===== src/hdl/stqf_pkg.sv =====
// shared constants, types and helpers for the sine unit
// fixed-point angle constants, reciprocal factorial table, pipeline sideband types
// no dependencies
package stqf_pkg;

   // angle constants in unsigned Q56
   localparam logic [63:0] PI_Q56            = 64'h0324_3F6A_8885_A309;
   localparam logic [63:0] HALF_PI_Q56       = 64'h0192_1FB5_4442_D185;
   localparam logic [63:0] TWO_PI_Q56        = 64'h0648_7ED5_110B_4612;
   localparam logic [63:0] THREE_HALF_PI_Q56 = PI_Q56 + HALF_PI_Q56;

   localparam int NUM_TERMS     = 10;
   localparam int REDUCE_STAGES = 5;

   // signal widths
   localparam int CNT_W   = 4;   // term count 0..10
   localparam int LIM_W   = 5;   // series limit register
   localparam int RED_W   = 64;  // magnitude in Q56 before reduction
   localparam int FOLD_W  = 57;  // folded angle in Q56, at most pi/2
   localparam int Y_W     = 49;  // folded angle in Q48
   localparam int Y2_W    = 50;  // square of the angle in Q48
   localparam int P_W     = 61;  // odd power of the angle in Q48
   localparam int RCP_W   = 63;  // reciprocal factorial in Q62
   localparam int TERM_W  = 50;  // series term magnitude in Q48
   localparam int SUM_W   = 52;  // signed partial sum in Q48
   localparam int MUL_W   = 64;  // multiplier operand width
   localparam int OUT_W   = 32;

   localparam logic [CNT_W-1:0] TERM_COUNT_RESET = CNT_W'(5);
   localparam logic [CNT_W-1:0] TERM_COUNT_MAX   = CNT_W'(NUM_TERMS);
   localparam logic [30:0]      ONE_Q30          = 31'h4000_0000;

   localparam logic [63:0] ONE_Q62 = 64'h4000_0000_0000_0000;

   // 1/n! for n = 1, 3, ..., 19 in Q62, rounded to nearest
   localparam logic [RCP_W-1:0] RECIP_FACT [NUM_TERMS] = '{
      RCP_W'((ONE_Q62 + 64'd1 / 64'd2) / 64'd1),
      RCP_W'((ONE_Q62 + 64'd6 / 64'd2) / 64'd6),
      RCP_W'((ONE_Q62 + 64'd120 / 64'd2) / 64'd120),
      RCP_W'((ONE_Q62 + 64'd5040 / 64'd2) / 64'd5040),
      RCP_W'((ONE_Q62 + 64'd362880 / 64'd2) / 64'd362880),
      RCP_W'((ONE_Q62 + 64'd39916800 / 64'd2) / 64'd39916800),
      RCP_W'((ONE_Q62 + 64'd6227020800 / 64'd2) / 64'd6227020800),
      RCP_W'((ONE_Q62 + 64'd1307674368000 / 64'd2) / 64'd1307674368000),
      RCP_W'((ONE_Q62 + 64'd355687428096000 / 64'd2) / 64'd355687428096000),
      RCP_W'((ONE_Q62 + 64'd121645100408832000 / 64'd2) / 64'd121645100408832000)
   };

   // moduli for the restoring reduction, largest first
   localparam logic [RED_W-1:0] REDUCE_MOD [REDUCE_STAGES] = '{
      TWO_PI_Q56 << 4, TWO_PI_Q56 << 3, TWO_PI_Q56 << 2, TWO_PI_Q56 << 1, TWO_PI_Q56
   };

   typedef enum logic {
      SHIFT_Q48,
      SHIFT_Q62
   } shift_type;

   // travels with every beat down the pipeline
   typedef struct packed {
      logic vld;
      logic neg;
   } side_type;

   // one series term handed to the next accumulator
   typedef struct packed {
      logic              en;
      logic              sub;
      logic [TERM_W-1:0] mag;
   } term_type;

   function automatic logic signed [SUM_W-1:0] acc_step(
      input logic signed [SUM_W-1:0] sum,
      input term_type                t
   );
      logic signed [SUM_W-1:0] ext;
      logic signed [SUM_W-1:0] res;
      ext = signed'({2'b00, t.mag});
      priority if (!t.en) begin
         res = sum;
      end else if (t.sub) begin
         res = sum - ext;
      end else begin
         res = sum + ext;
      end
      return res;
   endfunction

endpackage


===== src/hdl/stqf_reduce_cell.sv =====
// one compare-and-subtract step of the modulo 2*pi reduction
// depends on stqf_pkg
module stqf_reduce_cell (
   input  logic                       clock,
   input  logic                       reset,
   input  logic                       adv,
   input  logic [stqf_pkg::RED_W-1:0] modulus,
   input  stqf_pkg::side_type         side_in,
   input  logic [stqf_pkg::RED_W-1:0] r_in,
   output stqf_pkg::side_type         side_out,
   output logic [stqf_pkg::RED_W-1:0] r_out
);
   import stqf_pkg::*;

   side_type         side_ff;
   logic [RED_W-1:0] r_ff, r_in_next;
   logic [RED_W:0]   diff;

   always_comb begin
      diff      = {1'b0, r_in} - {1'b0, modulus};
      // borrow clear means r_in >= modulus
      r_in_next = diff[RED_W] ? r_in : diff[RED_W-1:0];
   end

   always_ff @(posedge clock) begin
      if (reset) begin
         side_ff <= '0;
      end else if (adv) begin
         side_ff <= side_in;
      end
   end

   always_ff @(posedge clock) begin
      if (adv) begin
         r_ff <= r_in_next;
      end
   end

   assign side_out = side_ff;
   assign r_out    = r_ff;

endmodule


===== config.mk =====
export PLATFORM = sky130hd
export DESIGN_NAME = stqf_reduce_cell
export DESIGN_NICKNAME = d
export VERILOG_FILES = /design/src/hdl/stqf_pkg.sv /design/src/hdl/stqf_reduce_cell.sv
export SDC_FILE = /design/constraint.sdc
export NUM_CORES = 1
export LEC_CHECK = 0
export ABC_CLOCK_PERIOD_IN_PS = 4200
export BUFFER_PORTS_ARGS = -buffer_cell sky130_fd_sc_hd__buf_2
export CAP_MARGIN = 15
export CORE_MARGIN = 2
export CORE_UTILIZATION = 48
export CTS_CLUSTER_SIZE = 14
export DETAILED_ROUTE_END_ITERATION = 7
export GPL_ROUTABILITY_DRIVEN = 0
export PLACE_DENSITY = 0.74
export SYNTH_ARGS = -nofsm -noshare
export SYNTH_HDL_FRONTEND = slang
export SYNTH_SLANG_ARGS = --single-unit

===== constraint.sdc =====
create_clock -name clock -period 4.2 [get_ports clock]
set_input_delay 0.42 -clock clock [delete_from_list [all_inputs] [get_ports clock]]
set_output_delay 0.42 -clock clock [all_outputs]
set_load 0.02 [all_outputs]

### Word-level counts from Yosys, hierarchy flattened

Cells that the tools add are included.

| word-level totals | value |
|---|---|
| bits of input ports | 133 |
| ROM bits | 0 |
| logic and storage cells | 5 |
| latch bits | 0 |
| output and inout port bits | 66 |
| flip-flop bits (word level) | 66 |
| memories | 0 |
| RAM bits | 0 |

| cells by class | value |
|---|---|
| $add $sub $neg | 1 |
| divide/modulo/power cells | 0 |
| muxes and demuxes | 1 |
| reduce and logical (&&, ||, !) cells | 0 |
| equality and inequality tests | 0 |
| $mul | 0 |
| $lt $le $gt $ge | 0 |
| shift-type cells | 0 |
| bitwise logic cells | 0 |

Operator list:

| cell | number |
|---|---|
| subtractor 64 x 64 -> 65 bit | 1 |
| two-way mux 64 bit | 1 |

### Depth between registers and ports, before layout

| logic depth | value |
|---|---|
| word-level depth | 2 |
| depth in mapped cells | 15 |
| gate-level depth less buffers | 13 |

### Worst setup path before layout

No wires, ideal clock.

| timing path | value |
|---|---|
| kind | input-to-reg |
| start point | in r_in[0] in the netlist's numbering |
| end point | reg r_ff[62] (netlist: r_out[62]) (data pin) |
| buffers on the path | 0 |
| arrival | 2,847 ps |
| cell stages on the path | 13 |
| library setup time | 258 ps |
| data required time | 3,942 ps |
| setup slack | 1,095 ps |
| cell sequence | inv_1 > ha_1 > fa_1 > nand2b_1 > a21oi_1 > o21ai_1 > a21oi_2 > nor2_2 > o221a_4 > o41a_1 > o31ai_2 > xnor2_1 > a21oi_2 |

| on the way | value |
|---|---|
| word-level cells in the longest chain between the ends | 2 |

Ends and longest elaborated chain:

| item | RTL line | RTL |
|---|---|---|
| start: declaration | stqf_reduce_cell.sv:9 | `input logic [stqf_pkg::RED_W-1:0] r_in,` |
| subtractor 64 x 64 -> 65 bit | stqf_reduce_cell.sv:20 | `diff = {1'b0, r_in} - {1'b0, modulus};` |
| two-way mux 64 bit | stqf_reduce_cell.sv:22 | `r_in_next = diff[RED_W] ? r_in : diff[RED_W-1:0];` |
| via r_in_next[62] | stqf_reduce_cell.sv:16 | `logic [RED_W-1:0] r_ff, r_in_next;` |
| end signal: assignment | stqf_reduce_cell.sv:35 | `r_ff <= r_in_next;` |
| end: declaration | stqf_reduce_cell.sv:16 |  |

The timed path passes the listed nets, and every way through them passes these cells.
A chain may end at the register's enable or synchronous reset.

### Final worst setup path

| timing path | value |
|---|---|
| start point | in r_in[0] in the netlist's numbering |
| end point | reg r_ff[58] (netlist: r_out[58]) (data pin) |

Same word-level chain as after synthesis.

==> flow_metrics.env <==
export IMPL_port_buffers=198
export IMPL_async_reset_ff_share_pct=0
export IMPL_first_pass_iters=5
export IMPL_relSlewSlack_pct=35.2
export IMPL_syn_area_um2=6890
export IMPL_crit_fanout=3
export IMPL_outcome="completed"
export IMPL_avgSynthCellArea_um2=7.80
export IMPL_clk_pin_slew_ns=0.06
export IMPL_start_kind="primary input"
export IMPL_min_path_type="primary input to flop"
export IMPL_ys_types=61
export IMPL_pin_count=199
export IMPL_synth_compound_area_share_pct=26.8
export IMPL_cts_hold_buf=0
export IMPL_synthAdderAreaFrac_pct=11.9
export IMPL_drive_above_1_share_pct=21.7
export IMPL_use_met2_pct=41.8
export IMPL_finalPower_uw=2800
export IMPL_post_route_period_util_pct=78.6
export IMPL_dieArea_um2=15300
export IMPL_drc=0
export IMPL_cp_num_buf_inv=2
export IMPL_numCtsBuffers=9
export IMPL_cp_arrival_ns=3.39
export IMPL_clock_sinks=66
export IMPL_n_fill_cell=1311
export IMPL_post_dp_hpwl_um=15100
export IMPL_grt_pass1_vias=6331
export IMPL_timing_final_ws_setup_ns=0.900
export IMPL_tritoncts="yes"
export IMPL_wirelength_um=18900
export IMPL_ant_nets=0
export IMPL_yosys_warnings=0
export IMPL_cts_root_buf="clkbuf_16"
export IMPL_grt_pass1_wl_um=29700
export IMPL_critPathTopFamily="compound AO/OA/AOI/OAI gates"
export IMPL_holdWs_ns=0.243
export IMPL_die_x_um=124
export IMPL_coreArea_um2=13900
export IMPL_synth_edf_count=64
export IMPL_grt_max_degree=57
export IMPL_fin_skew_ns=0
export IMPL_area_growth_pct=20.2
export IMPL_post_drt_wl_per_cell_um=15.3
export IMPL_synth_top_family_by_area="compound AO/OA/AOI/OAI gates"
export IMPL_num_rows=43
export IMPL_seq_area_um2=1960
export IMPL_nNetsFinal=1252
export IMPL_muxShareOfSynthArea_pct=0.290
export IMPL_design_area_um2=8280
export IMPL_antenna_found_initial=0
export IMPL_via_per_inst=5.64
export IMPL_multi_input_area_um2=4400
export IMPL_drt_initial_drc_count=612
export IMPL_setup_viol=0
export IMPL_start_util_pct=49.5
export IMPL_die_height_um=124
export IMPL_drv_slew=0
export IMPL_end_kind="flop"
export IMPL_clk_path_buf_depth=2
export IMPL_htreeDepth=3
export IMPL_required_ns=4.29
export IMPL_drv_cap=0
export IMPL_rsz0062_at_grt="false"
export IMPL_antennaDiodeCount=0
export IMPL_ctsResizeCount=0
export IMPL_top_usage_layer="met2"
export IMPL_synth_xor_area_share_pct=7.37
export IMPL_worstPathCellList="buf_2 -> inv_1 -> ha_1 -> fa_1 -> nand2b_1 -> a21oi_1 -> o21ai_1 -> a21oi_2 -> o31ai_1 -> a2111oi_1 -> o311ai_1 -> o31ai_1 -> xnor2_1 -> a21oi_1"
export IMPL_power_per_cell_area_nw_per_um2=338
export IMPL_grt_use_met3_pct=5.59
export IMPL_ir_drop_v=0.000229
export IMPL_synth_fp_nets=1082
export IMPL_dp_worst_setup_slack_ns=0.596
export IMPL_place_area_um2=7960
export IMPL_via_count=6986
export IMPL_slowest_stage="a2111oi_1"
export IMPL_cts_setup_buffers=0
export IMPL_fmax_mhz=303
export IMPL_syn_inst=884
export IMPL_gr_total_overflow=0
export IMPL_ys_flop_type="edfxtp_1"
export IMPL_clkLatencyLatePin_ns=0.34
export IMPL_synth_simple_area_share_pct=17.4
export IMPL_synth_seq_cells=66
export IMPL_hold_violations=0
export IMPL_criticalPathCategory="primary input to flop"
export IMPL_setup_tns_final_ns=0
export IMPL_synth_seq_area_share_pct=28.5
export IMPL_power_leakage_uw=0.00392
export IMPL_min_period_ns=3.30
export IMPL_worst_pin_slew_ns=0.971
export IMPL_grt_usage_pct=24.7
export IMPL_cpPeakStageDelay_ns=0.46
export IMPL_gr_usage_met1_pct=31.7
[synthesized netlist by cell type, types with 3 or more instances]
library cell	instances	share of area, %
a211oi_1	3	0.33
a21o_1	35	3.8
a21oi_1	136	9.9
a31oi_1	9	0.82
a41oi_1	3	0.38
and2_1	4	0.36
and3_1	8	0.73
buf_2	23	1.7
buf_4	3	0.33
clkbuf_1	16	0.87
edfxtp_1	64	28
ha_1	64	12
inv_1	88	4.8
nand2_1	73	4.0
nand2b_1	8	0.73
nand3_1	8	0.58
nand4_1	26	2.4
nor2_1	94	5.1
nor2b_1	7	0.64
nor3_1	12	0.87
nor4_1	3	0.27
o211ai_1	5	0.54
o21a_1	6	0.65
o21ai_0	46	3.3
o21ai_1	7	0.51
o21bai_1	14	1.5
o221ai_1	6	0.76
o31ai_1	10	1.1
or3_1	7	0.64
xnor2_1	34	4.3
xor2_1	24	3.1
[placed cells by master, fill, tap and decap left out, types with 4 or more instances in the layout]
cell	count
inv_1	88
o21ai_0	46
and2_1	4
xor2_1	24
o21bai_1	14
nor2_1	94
nand4_1	26
o211ai_1	5
clkbuf_16	9
ha_1	64
nor2b_1	7
or3_1	7
o31ai_1	10
nor3_1	12
o21a_1	6
buf_2	198
a21oi_1	136
o21ai_1	7
a31oi_1	9
nand2_1	73
nand2b_1	8
and3_1	8
nand3_1	8
o221ai_1	6
a21o_1	35
edfxtp_1	64
xnor2_1	34
[state kept, by name, summed over array words and instances, names as in the netlist]
signal    count
r_out        64
side_out      2
[area by class of cell]
cell class,count,area share (%)
clock inverter,7,1.12
tap,180,2.72
multi-input combinational,687,53.1
clock buffer,9,2.72
sequential,66,23.7
inverter,88,3.99
timing repair buffer,202,12.6
[layer usage]
layer | vias to the layer above | wire, um
met5 | - | 0
met4 | 0 | 260
met3 | 24 | 1400
met2 | 268 | 8870
met1 | 3192 | 8400
li1 | 3502 | -
[logic make-up after synthesis]
| kind of cell | Yosys count |
|---|---|
| mux | 2 |
| buf+inv | 131 |
| compound gates | 302 |
| flops | 66 |
| simple gates | 260 |
| fa+ha+maj | 65 |
| xor+xnor | 58 |
[through the flow]
step,util [%],std cells
after detailed placement,57.1,1223
after CTS,59.4,1239
after global placement,57.1,1223
after global routing,59.4,1239
after floorplan,-,884
final,59.4,1239
[worst paths after layout]
| check | start | end | slack [ns] | cells after the start |
|---|---|---|---|---|
| max reg2reg | side_out[1] | side_out[1] | 3.61 | 2 |
| min | reset | side_out[0] | 0.24 | 2 |
| max | r_in[0] | r_out[58] | 0.90 | 14 |
| min reg2reg | side_out[0] | side_out[0] | 0.49 | 2 |
[where the power goes]
group / switching, uW / internal, uW / total, uW
Sequential: 25.4 / 847 / 873
Combinational: 682 / 420 / 1100
Clock: 305 / 518 / 823
Power figures use the tool's default switching activity.
